`src/sv/gmpw_ram.sv`:
```
// generic single write port ram with registered read
module gmpw_ram #(
    parameter int WIDTH = 8,
    parameter int DEPTH = 16
) (
    input  logic                     i_clk,
    input  logic                     i_we,
    input  logic [$clog2(DEPTH)-1:0] i_waddr,
    input  logic [WIDTH-1:0]         i_wdata,
    input  logic                     i_re,
    input  logic [$clog2(DEPTH)-1:0] i_raddr,
    output logic [WIDTH-1:0]         o_rdata
);
    logic [WIDTH-1:0] r_mem [DEPTH];
    logic [WIDTH-1:0] r_rdata;

    // write port and registered read port
    always_ff @(posedge i_clk) begin
        if (i_we) begin
            r_mem[i_waddr] <= i_wdata;
        end
        if (i_re) begin
            r_rdata <= r_mem[i_raddr];
        end
    end

    assign o_rdata = r_rdata;
endmodule

```
`config.mk`:
```
export PLATFORM = sky130hd
export DESIGN_NAME = gmpw_ram
export DESIGN_NICKNAME = d
export VERILOG_FILES = /design/src/sv/gmpw_ram.sv
export SDC_FILE = /design/constraint.sdc
export NUM_CORES = 1
export LEC_CHECK = 0
export ABC_AREA = 1
export BUFFER_PORTS_ARGS = -buffer_cell sky130_fd_sc_hd__buf_2
export CAP_MARGIN = 20
export CORE_MARGIN = 3
export CORE_UTILIZATION = 40
export CTS_BUF_LIST = sky130_fd_sc_hd__clkbuf_4
export DETAILED_ROUTE_END_ITERATION = 8
export GPL_TIMING_DRIVEN = 1
export PLACE_DENSITY = 0.68
export SLEW_MARGIN = 20
export SYNTH_ARGS = -nofsm -noshare
export SYNTH_HDL_FRONTEND = slang
export SYNTH_SLANG_ARGS = --single-unit
```
`constraint.sdc`:
```
create_clock -name i_clk -period 1.4 [get_ports i_clk]
set_input_delay 0.21 -clock i_clk [delete_from_list [all_inputs] [get_ports i_clk]]
set_output_delay 0.21 -clock i_clk [all_outputs]
set_load 0.01 [all_outputs]
```
# Word-level counts from Yosys, hierarchy flattened
# Memories as Yosys holds them, arrays and structs flattened. A register that Yosys moved wholly into a read port is not among the register bits.
# Index checks and enable logic that the tools add are counted.
# word_totals
out_inout_bits	8
mem_bits_ro	0
ff_bits	0
latchBits	0
memories	1
mem_bits_rw	128
wordCells	3
# op_classes
reduce_logical	0
mul	0
addsub	0
shift	0
n_mux	2
eq_ne	0
magnitude_cmp	0
div	0
n_bitwise	0
# mem_list
memory	depth	width	read_ports	rd_clocked_by_memory_dff	write_ports	line	rtl
r_mem	16	8	1	1	1	14	logic [WIDTH-1:0] r_mem [DEPTH];
# op_table
operator	n
$mux 1	2

# Longest topological paths before layout
# Gate-level depths: netlist of run 1.
# logic_depth
depth_word	2
depth_mapped	8
ltp_nobuf	7

# Worst setup path before layout of run 1
# No wires, ideal clock.
# synth_path
path_type	input -> register
startpoint	input i_waddr[2]
endpoint	memory r_mem[10][0], enable pin
arrival_time_ns	0.791
path_buffers	0
setup_ns	0.370
stages	2
path_slack_ns	0.239
cell_sequence	nand3b_1 nor2_1
# synth_rtl
element	line	rtl
from (decl)	8	input logic [$clog2(DEPTH)-1:0] i_waddr,
to (decl)	14	
# Straight into the memory's write port.

# Final worst setup path of run 1
# layout_path
startpoint	register r_rdata[4], in the netlist o_rdata[4] (read register of r_mem)
endpoint	output o_rdata[4]
# layout_rtl
element	line	rtl
from (decl)	15	logic [WIDTH-1:0] r_rdata;
to (decl)	12	output logic [WIDTH-1:0] o_rdata
# No word-level cell between the ends.

==> results of run 1 <==
state kept, by name (all words and copies together), names as in the netlist:
| name | flops |
|---|---|
| r_mem | 128 |
| o_rdata | 8 |
worst max-delay path by stage:
stage,start,to,cells past startpoint
after global placement,i_raddr[1],o_rdata[4]$_DFFE_PP_,6
after detailed placement,i_raddr[1],o_rdata[0]$_DFFE_PP_,6
final,o_rdata[4]$_DFFE_PP_,o_rdata[4],1
after global routing,o_rdata[4]$_DFFE_PP_,o_rdata[4],1
after CTS,o_rdata[4]$_DFFE_PP_,o_rdata[4],1
after floorplan,i_waddr[2],r_mem[10][0]$_DFFE_PP_,2
area by class of cell:
class / count / area [um2] / share of cell area
inverter: 102 / 383 / 0.0585
clock buffer: 19 / 143 / 0.0218
timing repair buffer: 50 / 363 / 0.0554
clock inverter: 13 / 135 / 0.0206
tap: 180 / 225 / 0.0344
multi-input combinational: 289 / 1210 / 0.185
sequential: 136 / 4080 / 0.624
metrics by stage:
stage | cells | utilization | total power [mW] | worst slack (ps)
after detailed placement | 756 | 0.444 | 5.27 | -39.0
after CTS | 789 | 0.464 | 7.79 | -5.25
after global placement | 756 | 0.444 | 5.26 | -31.3
final | 789 | 0.464 | 7.73 | 41.5
after floorplan | 551 | - | 5.02 | 239
after global routing | 789 | 0.464 | 8.09 | -44.8
power by group:
group          switching (mW)  leakage, nW  total, mW  internal, mW
clock                    1.32        0.160       2.56          1.23
combinational           0.392         1.44      0.568         0.175
sequential             0.0249         1.24       4.60          4.58
layout by cell type (no fill, tap or decap), drive strengths merged:
cell	synthesis	layout
buf	24	49
bufinv	0	3
clkbuf	0	19
clkinv	0	10
dlygate4sd3	0	1
edfxtp	136	136
inv	102	102
nand2	173	173
nand3	97	97
nand3b	2	2
nor2	17	17
logic make-up (layout without fill, tap and decap cells):
| logic type | Yosys count | in the layout | share of synthesized area |
|---|---|---|---|
| AND/OR/NAND/NOR | 289 | 289 | 0.208 |
| flip-flops | 136 | 136 | 0.698 |
| buffers and inverters | 126 | 184 | 0.0939 |
routing by layer:
metal	share of wire	vias to the layer above
li1	-	1867
met1	0.47	1830
met2	0.45	137
met3	0.063	21
met4	0.022	0
met5	0	-
timing repair:
action	4_1_cts	5_1_grt
hold endpoints to repair	8	0
endpoints found under the setup margin	1	2
hold buffers	1	0
cloned	0	0
==> key figures, run 1 <==
Worst setup path
  – Largest stage delay, worst path: 440 ps
  – Reg2reg path depth: 6
  – Slowest CP cell: edfxtp_1
  – Crit path kind: register to primary output
  – Crit path capture type: primary output
  – Worst endpoint required time: 1190 ps
  – Top delay family on crit path: flip-flops
  – Worst r2r src: r_mem[1][0]$_DFFE_PP_
  – CP Cell Sequence: buf_2
  – R2r setup slk: 240 ps
  – Critical Path AT: 1150 ps
  – Reg-to-reg critical path endpoint: o_rdata[0]$_DFFE_PP_
  – Worst path bufs/invs: 1
  – Critical path peak fanout: 1
  – Startpoint types: register

Timing
  – Worst Tran Pin Value: 588 ps
  – Clock skew: 10.7 ps
  – Final Cycle Share: 0.970
  – RSZ-0062 raised after global routing: true
  – Setup violations, final: 0
  – Hold Slack: 65.1 ps
  – Max Slew Vio Count: 0
  – Max Clock Freq: 736 MHz
  – Setup TNS: 0 ps
  – Slew headroom: 0.608
  – Min Clock Period, post-route: 1360 ps
  – Final Hold Vio Count: 0

Power
  – Max VDD drop: 0.000491 V
  – Leak: 2.83 nW
  – Cell Pwr Density: 1180 nW/um2

Yosys
  – Syn_area_per_cell: 10.6 um2
  – Top FF cell, synth: edfxtp_1
  – Synth area leader: edfxtp_1
  – Cell with the most instances after synthesis: nand2_1
  – Top post-synthesis cells by area: edfxtp_1, nand2_1, nand3_1
  – Seq/Total Area, Yosys: 0.698
  – Post-synth EDFFs: 136
  – Seq cells post-synth: 136
  – Synth cell types: 11
  – Asr flop ratio synth: 0
  – Cells after synthesis: 551
  – Synth Warn #: 0
  – Synth top area share: 0.698
  – Syn nets: 570
  – Synth top cells by count: nand2_1, edfxtp_1, inv_1, nand3_1, nor2_1
  – Post-Synthesis Cell Area: 5850 um2

Drt
  – DR WL/cell: 15.9 um
  – Routed via count: 3855
  – Average vias per placed instance: 4.89
  – Post-DRT Antenna Nets: 0
  – DRC violations left: 0
  – Post-Route WL: 12500 um
  – DRT Pass-1 Iters: 5
  – DR iter-0 viols: 373

Placement
  – HPWL Detailed: 7950 um
  – Global placer's final weighted congestion: 0.845
  – DP Area: 6260 um2
  – Port bufs: 26

Floorplanning
  – # rows: 43
  – DIE AREA: 16100 um2
  – Starting density of the core: 0.415
  – Core Footprint: 14100 um2
  – Die Height: 127 um
  – Io pins: 27
  – Die width: 127 um

Worst hold path
  – Hold_sp: i_wdata[2]
  – Worst Hold End: r_mem[12][2]$_DFFE_PP_
  – Worst hold stages: 1
  – Worst min-delay path class: input pin to register

Run
  – Max-cap violations: 0

Run status
  – Status: completed

GRT
  – First-pass GRT wire length: 20100 um
  – Largest net degree at the start of global routing: 65
  – Global routing's busiest layer: met2
  – Met1 usage: 0.231
  – Grt met2 use: 0.248
  – Overflow left after global routing: 0
  – Initial antenna violation count: 0
  – Vias in the first global route: 3715
  – GRT Util Overall: 0.167
  – Met3 usage in global routing: 0.0518

CTS
  – CTS Sinks: 136
  – Maximum root-to-sink buffer count: 2
  – Setup bufs post-CTS: 0
  – Clk Latency, worst-skew pair: 540 ps
  – CTS Buf Count: 17
  – # H-tree levels: 4
  – TritonCTS clock tree: done
  – Post-cts resize count: 0
  – Clock tree root driver cell: clkbuf_4
  – Worst-path clk slew: 110 ps

Finish
  – Design Area, Final: 6550 um2
  – Layout area overhead: 12.0%
  – Fraction of layout cells with a size suffix above 1: 0.130
  – Fill count: 1304
  – Number of diodes: 0
  – Final #Nets: 615
(Power assumes the default switching activity.)
==> inputs of run 2 (changes only) <==
--- a/config.mk
+++ b/config.mk
@@ -14,6 +14,7 @@
 export DETAILED_ROUTE_END_ITERATION = 8
 export GPL_TIMING_DRIVEN = 1
 export PLACE_DENSITY = 0.68
+export SETUP_SLACK_MARGIN = 0.05
 export SLEW_MARGIN = 20
 export SYNTH_ARGS = -nofsm -noshare
 export SYNTH_HDL_FRONTEND = slang
==> run 2 against run 1 <==
Effect of this change: combinational power increased by 1%; clock power about the same; fmax decreased by 0.50%; critical path depth unchanged; via count decreased by 0.18%; total power increased by 0.19%; clock skew about the same.
==> key figures, run 2 (synthesized netlist as in run 1, its figures left out) <==
Run status
  – Status: completed

Drt
  – Met1 WL: 5800 um (-1.2%)
  – Top Metal Used: met4
  – DRT Pass-1 Iters: 5 (unchanged)
  – Post-DRT Antenna Nets: 0 (unchanged)
  – DR iter-0 viols: 348 (-6.7%)
  – Average vias per placed instance: 4.88 (-0.18%)
  – Routed via count: 3848 (-0.18%)
  – DRC violations left: 0 (unchanged)
  – Post-Route WL: 12600 um (+0.18%)
  – Met3 Wirelength: 822 um (+3.5%)
  – DR WL/cell: 15.9 um (+0.18%)
  – Met2 WL: 5650 um (+0.71%)

Placement
  – Pre-CTS setup slack: -39.0 ps (unchanged)
  – Placed cell count: 756 (unchanged)
  – Global placer's final weighted congestion: 0.845 (unchanged)
  – DP Area: 6260 um2 (unchanged)
  – Port bufs: 26 (unchanged)
  – HPWL Detailed: 7950 um (unchanged)

Power
  – Cell Pwr Density: 1180 nW/um2 (about the same)
  – Seq pwr share: 0.595 (about the same)
  – Net Sw Power: 1.75 mW (+0.43%)
  – Sw Ratio: 0.226 (+0.000523)
  – PnR Total Power: 7.75 mW (+0.19%)
  – Pint: 6.00 mW (+0.13%)
  – Clock network power share: 0.331 (about the same)
  – Leak: 2.84 nW (+0.22%)
  – Comb power frac: 0.074 (about the same)
  – Max VDD drop: 0.000491 V (-0.11%)

Floorplanning
  – Io pins: 27 (unchanged)
  – Die Height: 127 um (unchanged)
  – # rows: 43 (unchanged)
  – DIE AREA: 16100 um2 (unchanged)
  – Core Footprint: 14100 um2 (unchanged)
  – Die width: 127 um (unchanged)
  – Starting density of the core: 0.415 (unchanged)

GRT
  – First-pass GRT wire length: 20100 um (unchanged)
  – Overflow left after global routing: 0 (unchanged)
  – Largest net degree at the start of global routing: 65 (unchanged)
  – Initial antenna violation count: 0 (unchanged)
  – Vias in the first global route: 3715 (unchanged)
  – GRT Util Overall: 0.167 (unchanged)

Timing
  – RSZ-0062 raised after global routing: true
  – Final Cycle Share: 0.975 (+0.00492)
  – Final Hold Vio Count: 0 (unchanged)
  – Clock skew: 10.7 ps (+0.000500 ps)
  – Min Clock Period, post-route: 1370 ps (+6.89 ps)
  – Setup TNS: 0 ps (unchanged)
  – Hold Slack: 58.5 ps (-6.54 ps)
  – Slew headroom: 0.604 (-0.00378)
  – Max Slew Vio Count: 0 (unchanged)
  – Setup violations, final: 0 (unchanged)
  – Final setup margin: 34.6 ps (-6.89 ps)
  – Max Clock Freq: 732 MHz (-0.50%)
  – Worst Tran Pin Value: 594 ps (+5.67 ps)

Worst hold path
  – Worst min-delay path class: input pin to register
  – Worst Hold End: r_mem[12][2]$_DFFE_PP_
  – Worst hold stages: 1 (unchanged)
  – Hold_sp: i_wdata[2]

Finish
  – Fraction of layout cells with a size suffix above 1: 0.130 (unchanged)
  – Register name with the most flops: r_mem
  – Finished Layout Cells: 789 (unchanged)
  – Number of diodes: 0 (unchanged)
  – Final Util: 0.466 (+0.00133)
  – Number of flip-flops under the largest register name: 128 (unchanged)
  – Fill count: 1302 (-0.15%)
  – Leading cell type in the layout, fill and taps excluded: nand2_1
  – Register Area: 4080 um2 (unchanged)
  – Multi-input gate area: 1210 um2 (unchanged)
  – Layout area overhead: 12.3%
  – Most frequent cells in the layout: nand2_1, edfxtp_1, inv_1
  – Final #Nets: 615 (unchanged)
  – Design Area, Final: 6570 um2 (+0.29%)

Worst setup path
  – R2r setup slk: 240 ps (about the same)
  – Top delay family on crit path: flip-flops
  – Critical path peak fanout: 1 (unchanged)
  – Crit path capture type: primary output
  – CP Cell Sequence: buf_2
  – Slowest CP cell: edfxtp_1
  – Critical Path AT: 1160 ps (about the same)
  – Worst endpoint required time: 1190 ps (about the same)
  – Reg2reg path depth: 6 (unchanged)
  – Worst path bufs/invs: 1 (unchanged)
  – Worst r2r src: r_mem[1][0]$_DFFE_PP_
  – Startpoint types: register
  – Crit path kind: register to primary output
  – Reg-to-reg critical path endpoint: o_rdata[0]$_DFFE_PP_
  – Largest stage delay, worst path: 440 ps (about the same)

CTS
  – Clock tree root driver cell: clkbuf_4
  – Maximum root-to-sink buffer count: 2 (unchanged)
  – Setup bufs post-CTS: 0 (unchanged)
  – TritonCTS clock tree: done
  – CTS Buf Count: 17 (unchanged)
  – # H-tree levels: 4 (unchanged)
  – CTS Sinks: 136 (unchanged)
  – Worst-path clk slew: 100 ps (about the same)
  – Clk Latency, worst-skew pair: 550 ps (about the same)

Run
  – Max-cap violations: 0 (unchanged)
[run 2: cell types whose count changed in the layout (fill, tap and decap cells not counted)]
cell / before / now
buf_2: 26 / 23
buf_6: 0 / 3
[run 2: worst max path at each step]
stage                     depth (start not counted)            startpoint                     end
after floorplan                                   2            i_waddr[2]  r_mem[10][0]$_DFFE_PP_
after global placement                            6            i_raddr[1]    o_rdata[4]$_DFFE_PP_
after detailed placement                          6            i_raddr[1]    o_rdata[0]$_DFFE_PP_
after CTS                                         1  o_rdata[4]$_DFFE_PP_              o_rdata[4]
after global routing                              1  o_rdata[4]$_DFFE_PP_              o_rdata[4]
final                                             1  o_rdata[4]$_DFFE_PP_              o_rdata[4]
[run 2: repair_timing]
item,4_1_cts,5_1_grt
resized for setup,2,2
hold buffers,1,0
cloned,0,0
endpoints found under the setup margin,3,8
hold endpoints to repair,8,0
[run 2: area by class of cell]
| type | count | share of cell area |
|---|---|---|
| Timing Repair Buffer | 50 | 0.0581 |
| Inverter | 102 | 0.0583 |
| Clock buffer | 19 | 0.0217 |
| Tap cell | 180 | 0.0343 |
| Sequential cell | 136 | 0.622 |
| Clock inverter | 13 | 0.0206 |
| Multi-Input combinational cell | 289 | 0.185 |
[run 2: power by group through the flow]
| stage | Clock [mW] | Sequential, mW | Combinational [mW] |
|---|---|---|---|
| floorplan | 0 | 4.70 | 0.322 |
| global placement | 0 | 4.70 | 0.558 |
| detailed placement | 0 | 4.70 | 0.570 |
| CTS | 2.61 | 4.61 | 0.577 |
| global route | 2.84 | 4.62 | 0.646 |
| finish | 2.56 | 4.61 | 0.575 |
[run 2: metal layers]
metal / vias to the layer above / track usage
met3: 25 / 0.0518
li1: 1867 / -
met5: - / 0
met4: 0 / 0.0606
met2: 146 / 0.248
met1: 1810 / 0.231
==> inputs of run 3 (changes only) <==
--- a/config.mk
+++ b/config.mk
@@ -8,12 +8,13 @@
 export ABC_AREA = 1
 export BUFFER_PORTS_ARGS = -buffer_cell sky130_fd_sc_hd__buf_2
 export CAP_MARGIN = 20
-export CORE_MARGIN = 3
+export CELL_PAD_IN_SITES_DETAIL_PLACEMENT = 1
+export CELL_PAD_IN_SITES_GLOBAL_PLACEMENT = 1
 export CORE_UTILIZATION = 40
 export CTS_BUF_LIST = sky130_fd_sc_hd__clkbuf_4
 export DETAILED_ROUTE_END_ITERATION = 8
 export GPL_TIMING_DRIVEN = 1
-export PLACE_DENSITY = 0.68
+export PLACE_DENSITY = 0.79
 export SETUP_SLACK_MARGIN = 0.05
 export SLEW_MARGIN = 20
 export SYNTH_ARGS = -nofsm -noshare
==> run 3 against run 2 <==
Effect of this change: setup slack better by 0.68 ps; die area is 6.2% lower; sequential share of layout area is 0.14 points higher; hold slack worse by 7.0 ps; first-iteration DRC count is 0.29% higher; cell count is 0.25% higher; design area is 0.23% lower; count of clock-buffer cells in the layout is 1 higher; critical path type unchanged; highest routed layer unchanged.
==> key figures, run 3 (synthesized netlist as in run 1, its figures left out) <==
Run
  – Max-cap violations: 0 (unchanged)

Worst setup path
  – Largest stage delay, worst path: 450 ps (about the same)
  – Crit path kind: register to primary output
  – Reg-to-reg critical path endpoint: o_rdata[5]$_DFFE_PP_
  – Worst setup path start: o_rdata[6]$_DFFE_PP_
  – Top delay family on crit path: flip-flops
  – Worst endpoint required time: 1190 ps (about the same)
  – Critical Path AT: 1150 ps (about the same)
  – Worst path bufs/invs: 1 (unchanged)
  – Crit path capture type: primary output
  – Startpoint types: register
  – R2r setup slk: 210 ps (-30 ps)
  – Reg2reg path depth: 6 (unchanged)
  – Critical path peak fanout: 1 (unchanged)
  – Worst r2r src: r_mem[1][5]$_DFFE_PP_
  – CP Cell Sequence: buf_6
  – CP Depth: 1 (unchanged)
  – Slowest CP cell: edfxtp_1

Power
  – Sw Ratio: 0.236 (+0.0103)
  – Net Sw Power: 1.81 mW (+3.2%)
  – Comb power frac: 0.078 (+0.004)
  – Clock network power share: 0.319 (-0.012)
  – Max VDD drop: 0.000475 V (-3.2%)
  – Seq pwr share: 0.603 (+0.008)
  – Leak: 2.83 nW (-0.31%)
  – Cell Pwr Density: 1170 nW/um2 (-1.0%)
  – Pint: 5.84 mW (-2.6%)

Placement
  – HPWL Detailed: 9250 um (+16%)
  – Placed cell count: 757 (+0.13%)
  – Pre-CTS setup slack: -107 ps (-68.1 ps)
  – Global placer's final weighted congestion: 0.780 (-7.6%)
  – Port bufs: 26 (unchanged)

Drt
  – DR iter-0 viols: 349 (+0.29%)
  – Routed via count: 4018 (+4.4%)
  – Post-DRT Antenna Nets: 0 (unchanged)
  – DRC violations left: 0 (unchanged)
  – Average vias per placed instance: 5.08 (+4.2%)
  – DRT Pass-1 Iters: 5 (unchanged)
  – Post-Route WL: 14600 um (+16%)
  – DR WL/cell: 18.5 um (+16%)

CTS
  – Maximum root-to-sink buffer count: 2 (unchanged)
  – CTS Buf Count: 17 (unchanged)
  – Clk Latency, worst-skew pair: 560 ps (about the same)
  – # H-tree levels: 4 (unchanged)
  – Worst-path clk slew: 110 ps (about the same)
  – CTS Sinks: 136 (unchanged)
  – Clock tree root driver cell: clkbuf_4
  – TritonCTS clock tree: done
  – Setup bufs post-CTS: 0 (unchanged)

Floorplanning
  – Die Height: 123 um (-3.2%)
  – Core Footprint: 14100 um2 (unchanged)
  – Starting density of the core: 0.415 (unchanged)
  – Die width: 123 um (-3.2%)
  – # rows: 43 (unchanged)
  – Io pins: 27 (unchanged)
  – DIE AREA: 15100 um2 (-6.2%)

Finish
  – Finished Layout Cells: 791 (+0.25%)
  – Leading cell type in the layout, fill and taps excluded: nand2_1
  – Number of flip-flops under the largest register name: 128 (unchanged)
  – Most frequent cells in the layout: nand2_1, edfxtp_1, inv_1
  – Fraction of layout cells with a size suffix above 1: 0.133 (+0.00307)
  – Final #Nets: 616 (+0.16%)
  – Register name with the most flops: r_mem
  – Layout area overhead: 12.0%

Worst hold path
  – Hold_sp: i_wdata[2]
  – Worst Hold End: r_mem[2][2]$_DFFE_PP_
  – Worst min-delay path class: input pin to register
  – Worst hold stages: 1 (unchanged)

Timing
  – Min Clock Period, post-route: 1360 ps (-0.682 ps)
  – Setup violations, final: 0 (unchanged)
  – RSZ-0062 raised after global routing: true
  – Slew headroom: 0.566 (-0.0376)
  – Final setup margin: 35.3 ps (+0.682 ps)
  – Max Slew Vio Count: 0 (unchanged)
  – Hold Slack: 51.5 ps (-6.97 ps)
  – Final Cycle Share: 0.975 (about the same)
  – Max Clock Freq: 733 MHz (about the same)
  – Worst Tran Pin Value: 650 ps (+56.4 ps)
  – Final Hold Vio Count: 0 (unchanged)
  – Clock skew: 15.0 ps (+4.31 ps)

GRT
  – First-pass GRT wire length: 23100 um (+15%)
  – Vias in the first global route: 4115 (+11%)
  – GRT Util Overall: 0.217 (+0.0503)
  – Largest net degree at the start of global routing: 65 (unchanged)
  – Initial antenna violation count: 1 (+1)
  – Overflow left after global routing: 0 (unchanged)

Run status
  – Status: completed
==> run 3: changes by cell type in the layout (fill, tap and decap cells not counted), sizes merged <==
| cell | delta |
|---|---|
| clkbuf | +1 |
| diode | +1 |
| clkinv | -1 |
| bufinv | -1 |
| clkinvlp | +1 |
| buf | +1 |
==> run 3: per-layer routing <==
layer  up-vias  track usage  wire length [um]
li1       1875            -                 -
met4         0       0.0892               271
met1      2023        0.299              6580
met2       102        0.340              7150
met5         -            0                 0
met3        18       0.0378               643
==> run 3: layout make-up <==
cell class | instances | area [um2]
well taps | 180 | 225
multi-input cells | 289 | 1210
fillers | 1592 | 7550
clock inverters | 12 | 109
flip-flops and latches | 136 | 4080
diodes | 1 | 2.50
repair buffers | 51 | 383
inverters | 102 | 383
clock buffers | 20 | 150
==> run 3: power groups by stage <==
stage                     Clock (mW)  Sequential (mW)  Combinational [mW]
after global placement             0             4.70               0.560
after detailed placement           0             4.70               0.589
after global routing            2.65             4.62               0.668
after CTS                       2.51             4.61               0.595
final                           2.44             4.61               0.599
after floorplan                    0             4.70               0.322
==> run 3: how the worst max path moves through the flow <==
stage / to / slack (ps)
global route: o_rdata[2] / -20
finish: o_rdata[6] / 40
global placement: o_rdata[0]$_DFFE_PP_ / -50
CTS: o_rdata[1] / 0.004
floorplan: r_mem[10][0]$_DFFE_PP_ / 240
detailed placement: o_rdata[5]$_DFFE_PP_ / -110
==> run 3: repair_timing <==
item                                   4_1_cts  5_1_grt
resized for setup                            0        4
endpoints found under the hold margin        8        0
setup endpoints to repair                    7        8
hold buffers                                 1        0
==> run 3: metrics by stage <==
step	power (mW)	setup TNS (ps)	cell area, um2	utilization
after floorplan	5.02	0	5850	-
after global routing	7.93	-28.7	6550	0.465
after detailed placement	5.29	-499	6250	0.444
after CTS	7.71	0	6520	0.463
final	7.65	0	6550	0.465
after global placement	5.26	-174	6250	0.444
